===== config.mk =====
export PLATFORM = sky130hd
export DESIGN_NAME = calendar_date_adder_unit
export DESIGN_NICKNAME = d
export VERILOG_FILES = /design/src/sv/cda_pkg.sv /design/src/sv/cda_datapath.sv /design/src/sv/calendar_date_adder_unit.sv
export SDC_FILE = /design/constraint.sdc
export NUM_CORES = 1
export LEC_CHECK = 0
export BUFFER_PORTS_ARGS = -buffer_cell sky130_fd_sc_hd__buf_2
export CAP_MARGIN = 10
export CELL_PAD_IN_SITES_DETAIL_PLACEMENT = 2
export CELL_PAD_IN_SITES_GLOBAL_PLACEMENT = 2
export CORE_ASPECT_RATIO = 0.5
export CORE_UTILIZATION = 45
export DETAILED_ROUTE_END_ITERATION = 10
export PLACE_DENSITY = 0.95
export SKIP_LAST_GASP = 1
export SYNTH_ARGS = -nofsm -noshare
export SYNTH_HDL_FRONTEND = slang
export SYNTH_SLANG_ARGS = --single-unit

===== constraint.sdc =====
create_clock -name clk_i -period 18.7 [get_ports clk_i]
set_input_delay 2.805 -clock clk_i [delete_from_list [all_inputs] [get_ports clk_i]]
set_output_delay 2.805 -clock clk_i [all_outputs]
set_load 0.03 [all_outputs]

===== src/sv/cda_pkg.sv =====
// Shared types, constants and the control program of the calendar date adder.
// No dependencies; the datapath and the top level import this package.
package cda_pkg;

  localparam int unsigned YEAR_BITS   = 16;
  localparam int unsigned AMOUNT_BITS = 16;
  localparam int unsigned MONTH_BITS  = 4;
  localparam int unsigned DAY_BITS    = 5;
  localparam int unsigned ACTION_BITS = 2;

  // Month plus amount; also the numerator of the divide by twelve.
  localparam int unsigned SUM_BITS    = AMOUNT_BITS + 1;
  // Reciprocal of twelve, rounded up, with enough guard bits that the
  // truncated product equals the true quotient for every SUM_BITS value.
  localparam int unsigned RECIP_SHIFT = SUM_BITS + 4;
  localparam int unsigned RECIP_BITS  = SUM_BITS + 1;
  localparam logic [RECIP_BITS-1:0] RECIP_12 =
    RECIP_BITS'((64'd1 << RECIP_SHIFT) / 64'd12 + 64'd1);
  localparam int unsigned PROD_BITS   = SUM_BITS + RECIP_BITS;

  localparam logic [MONTH_BITS-1:0] MONTH_FEB = MONTH_BITS'(2);
  localparam logic [MONTH_BITS-1:0] MONTH_APR = MONTH_BITS'(4);
  localparam logic [MONTH_BITS-1:0] MONTH_JUN = MONTH_BITS'(6);
  localparam logic [MONTH_BITS-1:0] MONTH_SEP = MONTH_BITS'(9);
  localparam logic [MONTH_BITS-1:0] MONTH_NOV = MONTH_BITS'(11);
  localparam int unsigned MONTHS_PER_YEAR = 12;

  localparam logic [DAY_BITS-1:0] LEN_LEAP_FEB = DAY_BITS'(29);
  localparam logic [DAY_BITS-1:0] LEN_FEB      = DAY_BITS'(28);
  localparam logic [DAY_BITS-1:0] LEN_SHORT    = DAY_BITS'(30);
  localparam logic [DAY_BITS-1:0] LEN_LONG     = DAY_BITS'(31);

  typedef enum logic [ACTION_BITS-1:0] {
    ACT_SET        = 2'd0,
    ACT_ADD_DAYS   = 2'd1,
    ACT_ADD_MONTHS = 2'd2,
    ACT_ADD_YEARS  = 2'd3
  } action_e;

  typedef struct packed {
    logic [ACTION_BITS-1:0] action;
    logic [YEAR_BITS-1:0]   new_year;
    logic [MONTH_BITS-1:0]  new_month;
    logic [DAY_BITS-1:0]    new_day;
    logic [AMOUNT_BITS-1:0] amount;
  } cda_req_t;

  typedef struct packed {
    logic [YEAR_BITS-1:0]  cur_year;
    logic [MONTH_BITS-1:0] cur_month;
    logic [DAY_BITS-1:0]   cur_day;
  } cda_rsp_t;

  // Datapath operations, one per control word.
  typedef enum logic [3:0] {
    OP_WAIT,
    OP_NOP,
    OP_SET,
    OP_DAY_INIT,
    OP_DAY_STEP,
    OP_MON_SUM,
    OP_MON_MUL,
    OP_MON_APPLY,
    OP_YEARS,
    OP_EMIT
  } op_e;

  // How the step counter moves after a control word.
  typedef enum logic [2:0] {
    COND_NEXT,
    COND_GOTO,
    COND_DISPATCH,
    COND_LEFT_ZERO,
    COND_OUT_FREE
  } cond_e;

  localparam int unsigned STEP_BITS = 4;
  typedef logic [STEP_BITS-1:0] step_t;

  localparam step_t STEP_WAIT      = 4'd0;
  localparam step_t STEP_TABLE     = 4'd1;  // four jump slots, one per action
  localparam step_t STEP_SET       = 4'd5;
  localparam step_t STEP_DAY_INIT  = 4'd6;
  localparam step_t STEP_DAY_STEP  = 4'd7;
  localparam step_t STEP_MON_SUM   = 4'd8;
  localparam step_t STEP_MON_MUL   = 4'd9;
  localparam step_t STEP_MON_APPLY = 4'd10;
  localparam step_t STEP_YEARS     = 4'd11;
  localparam step_t STEP_EMIT      = 4'd12;

  localparam step_t STEP_SLOT_SET    = STEP_TABLE + step_t'(ACT_SET);
  localparam step_t STEP_SLOT_DAYS   = STEP_TABLE + step_t'(ACT_ADD_DAYS);
  localparam step_t STEP_SLOT_MONTHS = STEP_TABLE + step_t'(ACT_ADD_MONTHS);
  localparam step_t STEP_SLOT_YEARS  = STEP_TABLE + step_t'(ACT_ADD_YEARS);

  typedef struct packed {
    op_e   op;
    cond_e cond;
    step_t target;
  } ctrl_word_t;

  // Control to the datapath.
  typedef struct packed {
    op_e  op;
    logic accept;
  } cda_ctrl_t;

  // Status back from the datapath.
  typedef struct packed {
    logic     left_zero;
    cda_rsp_t date;
  } cda_stat_t;

  // Microcode store.
  function automatic ctrl_word_t cda_program(step_t pc);
    ctrl_word_t w;
    w = '{op: OP_WAIT, cond: COND_GOTO, target: STEP_WAIT};
    unique case (pc)
      STEP_WAIT:        w = '{op: OP_WAIT,      cond: COND_DISPATCH,  target: STEP_TABLE};
      STEP_SLOT_SET:    w = '{op: OP_NOP,       cond: COND_GOTO,      target: STEP_SET};
      STEP_SLOT_DAYS:   w = '{op: OP_NOP,       cond: COND_GOTO,      target: STEP_DAY_INIT};
      STEP_SLOT_MONTHS: w = '{op: OP_NOP,       cond: COND_GOTO,      target: STEP_MON_SUM};
      STEP_SLOT_YEARS:  w = '{op: OP_NOP,       cond: COND_GOTO,      target: STEP_YEARS};
      STEP_SET:         w = '{op: OP_SET,       cond: COND_GOTO,      target: STEP_EMIT};
      STEP_DAY_INIT:    w = '{op: OP_DAY_INIT,  cond: COND_NEXT,      target: STEP_DAY_STEP};
      STEP_DAY_STEP:    w = '{op: OP_DAY_STEP,  cond: COND_LEFT_ZERO, target: STEP_EMIT};
      STEP_MON_SUM:     w = '{op: OP_MON_SUM,   cond: COND_NEXT,      target: STEP_MON_MUL};
      STEP_MON_MUL:     w = '{op: OP_MON_MUL,   cond: COND_NEXT,      target: STEP_MON_APPLY};
      STEP_MON_APPLY:   w = '{op: OP_MON_APPLY, cond: COND_GOTO,      target: STEP_EMIT};
      STEP_YEARS:       w = '{op: OP_YEARS,     cond: COND_GOTO,      target: STEP_EMIT};
      STEP_EMIT:        w = '{op: OP_EMIT,      cond: COND_OUT_FREE,  target: STEP_WAIT};
      default:          w = '{op: OP_WAIT,      cond: COND_GOTO,      target: STEP_WAIT};
    endcase
    return w;
  endfunction

  // February follows the divisible-by-four rule; unknown months count as 31.
  function automatic logic [DAY_BITS-1:0] month_length(logic [1:0] year_lo,
                                                       logic [MONTH_BITS-1:0] month);
    logic [DAY_BITS-1:0] len;
    len = LEN_LONG;
    if (month == MONTH_FEB) begin
      len = (year_lo == 2'b00) ? LEN_LEAP_FEB : LEN_FEB;
    end else if (month == MONTH_APR || month == MONTH_JUN ||
                 month == MONTH_SEP || month == MONTH_NOV) begin
      len = LEN_SHORT;
    end
    return len;
  endfunction

endpackage


===== src/sv/cda_datapath.sv =====
// Date registers and arithmetic of the calendar date adder.
// Driven one operation per cycle by the sequencer; depends on cda_pkg.
module cda_datapath
  import cda_pkg::*;
(
  input  logic      clk_i,
  input  logic      rst_ni,
  input  cda_ctrl_t ctrl_i,
  input  cda_req_t  req_i,
  output cda_stat_t stat_o
);

  logic [YEAR_BITS-1:0]   year_q, year_d;
  logic [MONTH_BITS-1:0]  month_q, month_d;
  logic [DAY_BITS-1:0]    day_q, day_d;

  cda_req_t               cmd_q, cmd_d;
  logic [AMOUNT_BITS-1:0] left_q, left_d;
  logic [SUM_BITS-1:0]    sum_q, sum_d;
  logic [PROD_BITS-1:0]   prod_q, prod_d;

  // Day walk, one month per step.
  logic [DAY_BITS-1:0]    len;
  logic [DAY_BITS-1:0]    dclamp;
  logic [SUM_BITS-1:0]    walk_sum;
  logic [DAY_BITS:0]      consumed;
  logic [MONTH_BITS:0]    month_nx;
  logic                   left_zero;

  // Month add.
  logic [SUM_BITS-1:0]    quot;
  logic [SUM_BITS-1:0]    times12;
  logic [SUM_BITS-1:0]    month_rem;

  assign left_zero = (left_q == '0);

  always_comb begin
    len      = month_length(year_q[1:0], month_q);
    dclamp   = (day_q > len) ? len : day_q;
    walk_sum = SUM_BITS'(left_q) + SUM_BITS'(dclamp);
    consumed = (DAY_BITS+1)'(len) - (DAY_BITS+1)'(dclamp) + (DAY_BITS+1)'(1);
    quot     = SUM_BITS'(prod_q >> RECIP_SHIFT);
    times12  = (quot << 3) + (quot << 2);
    month_rem = sum_q - times12;
  end

  always_comb begin
    year_d   = year_q;
    month_d  = month_q;
    day_d    = day_q;
    cmd_d    = cmd_q;
    left_d   = left_q;
    sum_d    = sum_q;
    prod_d   = prod_q;
    month_nx = {1'b0, month_q};
    unique case (ctrl_i.op)
      OP_WAIT: begin
        if (ctrl_i.accept) begin
          cmd_d = req_i;
        end
      end
      OP_SET: begin
        year_d  = cmd_q.new_year;
        month_d = cmd_q.new_month;
        day_d   = cmd_q.new_day;
      end
      OP_DAY_INIT: begin
        left_d = cmd_q.amount;
      end
      OP_DAY_STEP: begin
        if (!left_zero) begin
          if (walk_sum > SUM_BITS'(len)) begin
            // Spill into the next month.
            left_d   = left_q - AMOUNT_BITS'(consumed);
            month_nx = {1'b0, month_q} + (MONTH_BITS+1)'(1);
            day_d    = DAY_BITS'(1);
          end else begin
            day_d  = walk_sum[DAY_BITS-1:0];
            left_d = '0;
          end
          if (month_nx > (MONTH_BITS+1)'(MONTHS_PER_YEAR)) begin
            year_d  = year_q + YEAR_BITS'(1);
            month_d = MONTH_BITS'(1);
          end else begin
            month_d = month_nx[MONTH_BITS-1:0];
          end
        end
      end
      OP_MON_SUM: begin
        sum_d = SUM_BITS'(month_q) + SUM_BITS'(cmd_q.amount);
      end
      OP_MON_MUL: begin
        // (t - 1) / 12 by reciprocal; product registered before use.
        prod_d = PROD_BITS'(sum_q - SUM_BITS'(1)) * PROD_BITS'(RECIP_12);
      end
      OP_MON_APPLY: begin
        if (sum_q > SUM_BITS'(MONTHS_PER_YEAR)) begin
          year_d  = year_q + YEAR_BITS'(quot);
          month_d = month_rem[MONTH_BITS-1:0];
        end else begin
          month_d = sum_q[MONTH_BITS-1:0];
        end
      end
      OP_YEARS: begin
        year_d = year_q + YEAR_BITS'(cmd_q.amount);
      end
      OP_NOP, OP_EMIT: begin
      end
      default: begin
      end
    endcase
  end

  always_ff @(posedge clk_i or negedge rst_ni) begin
    if (!rst_ni) begin
      year_q  <= '0;
      month_q <= MONTH_BITS'(1);
      day_q   <= DAY_BITS'(1);
    end else begin
      year_q  <= year_d;
      month_q <= month_d;
      day_q   <= day_d;
    end
  end

  always_ff @(posedge clk_i) begin
    cmd_q  <= cmd_d;
    left_q <= left_d;
    sum_q  <= sum_d;
    prod_q <= prod_d;
  end

  assign stat_o.left_zero      = left_zero;
  assign stat_o.date.cur_year  = year_q;
  assign stat_o.date.cur_month = month_q;
  assign stat_o.date.cur_day   = day_q;

endmodule


===== src/sv/calendar_date_adder_unit.sv =====
// Calendar date adder: microcoded sequencer, output register, datapath.
// Each request runs the program steps of its action; add days repeats a walk
// step until no days remain (a step ends a month or lands on the final day).
// One request at a time; the next request is taken once the result is loaded.
// Reset (async, active low) gives 0000-01-01 and an empty output register.
// Depends on cda_pkg and cda_datapath.
module calendar_date_adder_unit
  import cda_pkg::*;
(
  input  logic     clk_i,
  input  logic     rst_ni,
  input  logic     in_valid_i,
  output logic     in_stall_o,
  input  cda_req_t in_req_i,
  output logic     out_valid_o,
  input  logic     out_stall_i,
  output cda_rsp_t out_rsp_o
);

  // Step counter and the control word it selects.
  step_t      pc_q, pc_d;
  ctrl_word_t cw;

  cda_ctrl_t  ctrl;
  cda_stat_t  stat;

  logic       accept;
  logic       out_free;
  logic       emit_load;

  logic       out_valid_q, out_valid_d;
  cda_rsp_t   out_rsp_q;

  assign cw = cda_program(pc_q);

  // Take a request only while the program sits in its wait step.
  assign in_stall_o = (cw.op != OP_WAIT);
  assign accept     = in_valid_i && (cw.op == OP_WAIT);

  // The output slot can take a new result when empty or draining this cycle.
  assign out_free  = !out_valid_q || !out_stall_i;
  assign emit_load = (cw.op == OP_EMIT) && out_free;

  assign ctrl.op     = cw.op;
  assign ctrl.accept = accept;

  // Advance the step counter.
  always_comb begin
    pc_d = pc_q;
    unique case (cw.cond)
      COND_NEXT:     pc_d = pc_q + STEP_BITS'(1);
      COND_GOTO:     pc_d = cw.target;
      COND_DISPATCH: begin
        // Jump into the action table, one slot per action.
        if (accept) begin
          pc_d = cw.target + STEP_BITS'(in_req_i.action);
        end
      end
      COND_LEFT_ZERO: begin
        // Hold on the walk step until no days remain.
        if (stat.left_zero) begin
          pc_d = cw.target;
        end
      end
      COND_OUT_FREE: begin
        if (out_free) begin
          pc_d = cw.target;
        end
      end
      default: pc_d = STEP_WAIT;
    endcase
  end

  // Output register: load on emit, drop once taken.
  always_comb begin
    out_valid_d = out_valid_q;
    if (emit_load) begin
      out_valid_d = 1'b1;
    end else if (!out_stall_i) begin
      out_valid_d = 1'b0;
    end
  end

  always_ff @(posedge clk_i or negedge rst_ni) begin
    if (!rst_ni) begin
      pc_q        <= STEP_WAIT;
      out_valid_q <= 1'b0;
    end else begin
      pc_q        <= pc_d;
      out_valid_q <= out_valid_d;
    end
  end

  always_ff @(posedge clk_i) begin
    if (emit_load) begin
      out_rsp_q <= stat.date;
    end
  end

  cda_datapath u_datapath (
    .clk_i  (clk_i),
    .rst_ni (rst_ni),
    .ctrl_i (ctrl),
    .req_i  (in_req_i),
    .stat_o (stat)
  );

  assign out_valid_o = out_valid_q;
  assign out_rsp_o   = out_rsp_q;

endmodule

==> impl_metrics.tcl <==
set metrics [dict create \
    outcome "finished clean" \
    layout_commonest_cell "inv_1" \
    required_ns 18.92 \
    cts_setup_buffers 0 \
    die_area_um2 33500 \
    port_buffers 73 \
    hp-class "reg -> reg" \
    die_x_um 258 \
    num_rows 46 \
    report.final.slew_viol_count 0 \
    fp.dieH_um 130 \
    clock.fmax_ghz 0.105 \
    vdd_drop_max_mv 0.0649 \
    ys_seq_elements 143 \
    regArea_um2 4150 \
    min-delay-start "u_datapath.year_q[12]" \
    final_util 0.505 \
    timing_hold_violations_final 0 \
    maxCapViolCount 0 \
    synth_edf_count 113 \
    syn_area_um2 14700 \
    setup_violations 0 \
    power_density_nw_per_um2 43.3 \
    worst_slack_ns 9.17 \
    clock-sinks 143 \
    place.gp.congestion 0.918 \
    period_share 0.509 \
    dpl_worst_slack_ns 10.04 \
    n_antenna_cell 0 \
    ys.warnings.count 0 \
    gr-total-overflow 0 \
    clk_latency_ns 0.47 \
    first_pass_iters 5 \
    cts_buffer_depth 2 \
    synth_top_area_frac 0.231 \
    design_power_total_w 0.000699 \
    via_per_inst 6.59 \
    initial_core_util 0.461 \
    cts-hold-fix-buffers 0 \
    netlist_top_cells_area "edfxtp_1 23%, fa_1 18%, ha_1 17%, inv_1 6.2%, dfrtp_1 4.8%" \
    p_leak_nw 7.48 \
    synth.distinct_cells 73 \
    slew_headroom 0.165 \
    period_needed_ns 9.53 \
    nNetsFinal 1900 \
    tightestPinTransition_ns 1.25 \
    antenna_found_initial 1 \
    grtUsageTotal 0.410 \
    synth-main-ff-cell "edfxtp_1" \
    grt_pass1_vias 14500 \
    syn-num-nets 1839 \
    cts-root-buf "clkbuf_16" \
    num_vias 13000 \
    ios 74 \
    drc 0 \
    numCtsBuffers 17 \
    rsz0062_at_grt "no" \
    syn_inst 1464 \
    worst_ep_arrival_time_ns 9.75 \
    fillers 3233 \
    clk_pin_slew_ns 0.08 \
    coreArea_um2 31900 \
    final_cell_mix "243 x inv_1, 197 x ha_1, 131 x fa_1" \
    cp-end-kind "flip-flop" \
    yosysTopAreaCell "edfxtp_1" \
    routedWlPerCell_um 34.2 \
    synth.avg_cell_area_um2 10.1 \
    postRouteAntennaNets 0 \
    grt_first_pass_wirelength_mm 99.7 \
    hold_ws_ns 0.512 \
    start_kind "flip-flop" \
    finalWirelength_mm 67.4 \
    clock_skew_ns 0.0176 \
    cts_tree "yes" \
    crit_fanout 8 \
    multi_input_area_um2 9530 \
    finalSetupTns_ns 0 \
    h-tree-depth 4 \
    cts_resized 0 \
    grt_max_degree 42 \
    crit_start "u_datapath.sum_q[0]" \
    areaGrowthSynthToFinish_pct 9.67 \
    critical_path_class "reg -> reg" \
    ys_seq_area_frac 0.282 \
    drive_gt1_frac 0.0943 \
    drtIter0Drc 1433 \
    synthArstFlopShare 0.210 \
    hpwl_mm 46.2 \
    r2r_start "u_datapath.sum_q[0]" \
]
report_power, final:
group / switching (W) / leakage (nW) / internal, W
Clock: 0.000176 / 0.267 / 0.000174
Sequential: 0.0000000000000000000101 / 1.39 / 0.000340
Combinational: 0.00000526 / 5.82 / 0.00000356
Total: 0.000181 / 7.48 / 0.000518
final timing paths:
| kind | cells after the start | slack, ns | end |
|---|---|---|---|
| min in group asynchronous | 1 | 2.49 | u_datapath.year_q[8] |
| setup reg to reg | 25 | 9.17 | u_datapath.prod_q[33] |
| hold reg to reg | 0 | 0.51 | out_rsp_o[21] |
| hold / removal | 0 | 0.51 | out_rsp_o[21] |
| setup / recovery | 25 | 9.17 | u_datapath.prod_q[33] |
| max in group asynchronous | 1 | 15.61 | u_datapath.day_q[3] |
layer usage:
layer	vias to the layer above	GRT usage	routed length (um)
li1	5112	-	-
met4	2	0.234	3890
met1	6695	0.476	25200
met5	-	0	7
met2	873	0.715	33100
met3	292	0.0890	5170
through the flow:
stage | instances | cell area (um2)
after floorplan | 1464 | 14700
after global placement | 1938 | 15600
after detailed placement | 1938 | 15600
after CTS | 1970 | 16100
after global routing | 1970 | 16100
final | 1970 | 16100
cell usage after synthesis (all sizes together), types with 5 or more instances:
cell type  number
and3            8
nand2          92
a211o           6
buf             7
o31ai          16
a211oi         12
mux2i          13
xnor2          62
nand3          13
nor4           10
ha            197
or3            12
o21ai          69
or2             5
o21a            7
or4             8
a21o           19
a31oi           9
nor2b          21
nand4           6
clkbuf         36
a21oi          75
nand2b         23
nor2           72
xor2           32
o211ai          5
nor3b           6
inv           243
dfrtp          28
a22o           13
fa            131
nor3           27
and2            7
edfxtp        113
cells by family (layout without fill, tap and decap cells):
kind of cell | after synthesis | after routing | share of synthesized area
buffers and inverters | 287 | 361 | 0.0734
AO/OA/AOI/OAI | 276 | 276 | 0.122
adder cells (fa/ha/maj) | 329 | 329 | 0.346
multiplexers | 15 | 15 | 0.0104
XOR/XNOR | 94 | 94 | 0.0575
AND/OR/NAND/NOR | 320 | 320 | 0.109
flip-flops | 143 | 143 | 0.282
critical path: stages, from the launching register on:
cell	delay [ns]
edfxtp_1	0.52
inv_1	0.35
ha_1	0.28
nor3b_1	0.75
nand2_1	0.30
or3_1	0.43
xnor2_1	0.74
ha_1	0.43
ha_1	0.36
fa_1	0.50
fa_1	0.51
inv_1	0.07
fa_1	0.61
inv_1	0.10
fa_1	0.51
ha_1	0.36
a21o_1	0.18
a21oi_1	0.15
o21ai_0	0.17
nor4_1	0.58
or4_1	0.25
a31oi_1	0.14
o211ai_1	0.41
nand2b_1	0.22
a21oi_1	0.25
xnor2_1	0.10
flip-flops by register name, summed over array words and instances, names as in the netlist:
name,flops
out_rsp_o,25
out_valid_o,1
pc_q,4
u_datapath.cmd_q,41
u_datapath.day_q,5
u_datapath.left_q,16
u_datapath.month_q,4
u_datapath.prod_q,14
u_datapath.sum_q,17
u_datapath.year_q,16
cell type report:
| class | count | share of cell area |
|---|---|---|
| clock buffer | 17 | 0.0264 |
| clock inverter | 15 | 0.00775 |
| inverter | 244 | 0.0567 |
| multi-input combinational | 1034 | 0.591 |
| sequential | 143 | 0.257 |
| tap | 432 | 0.0335 |
| timing repair buffer | 85 | 0.0282 |
No activity file was read; power rests on OpenSTA's default activity.
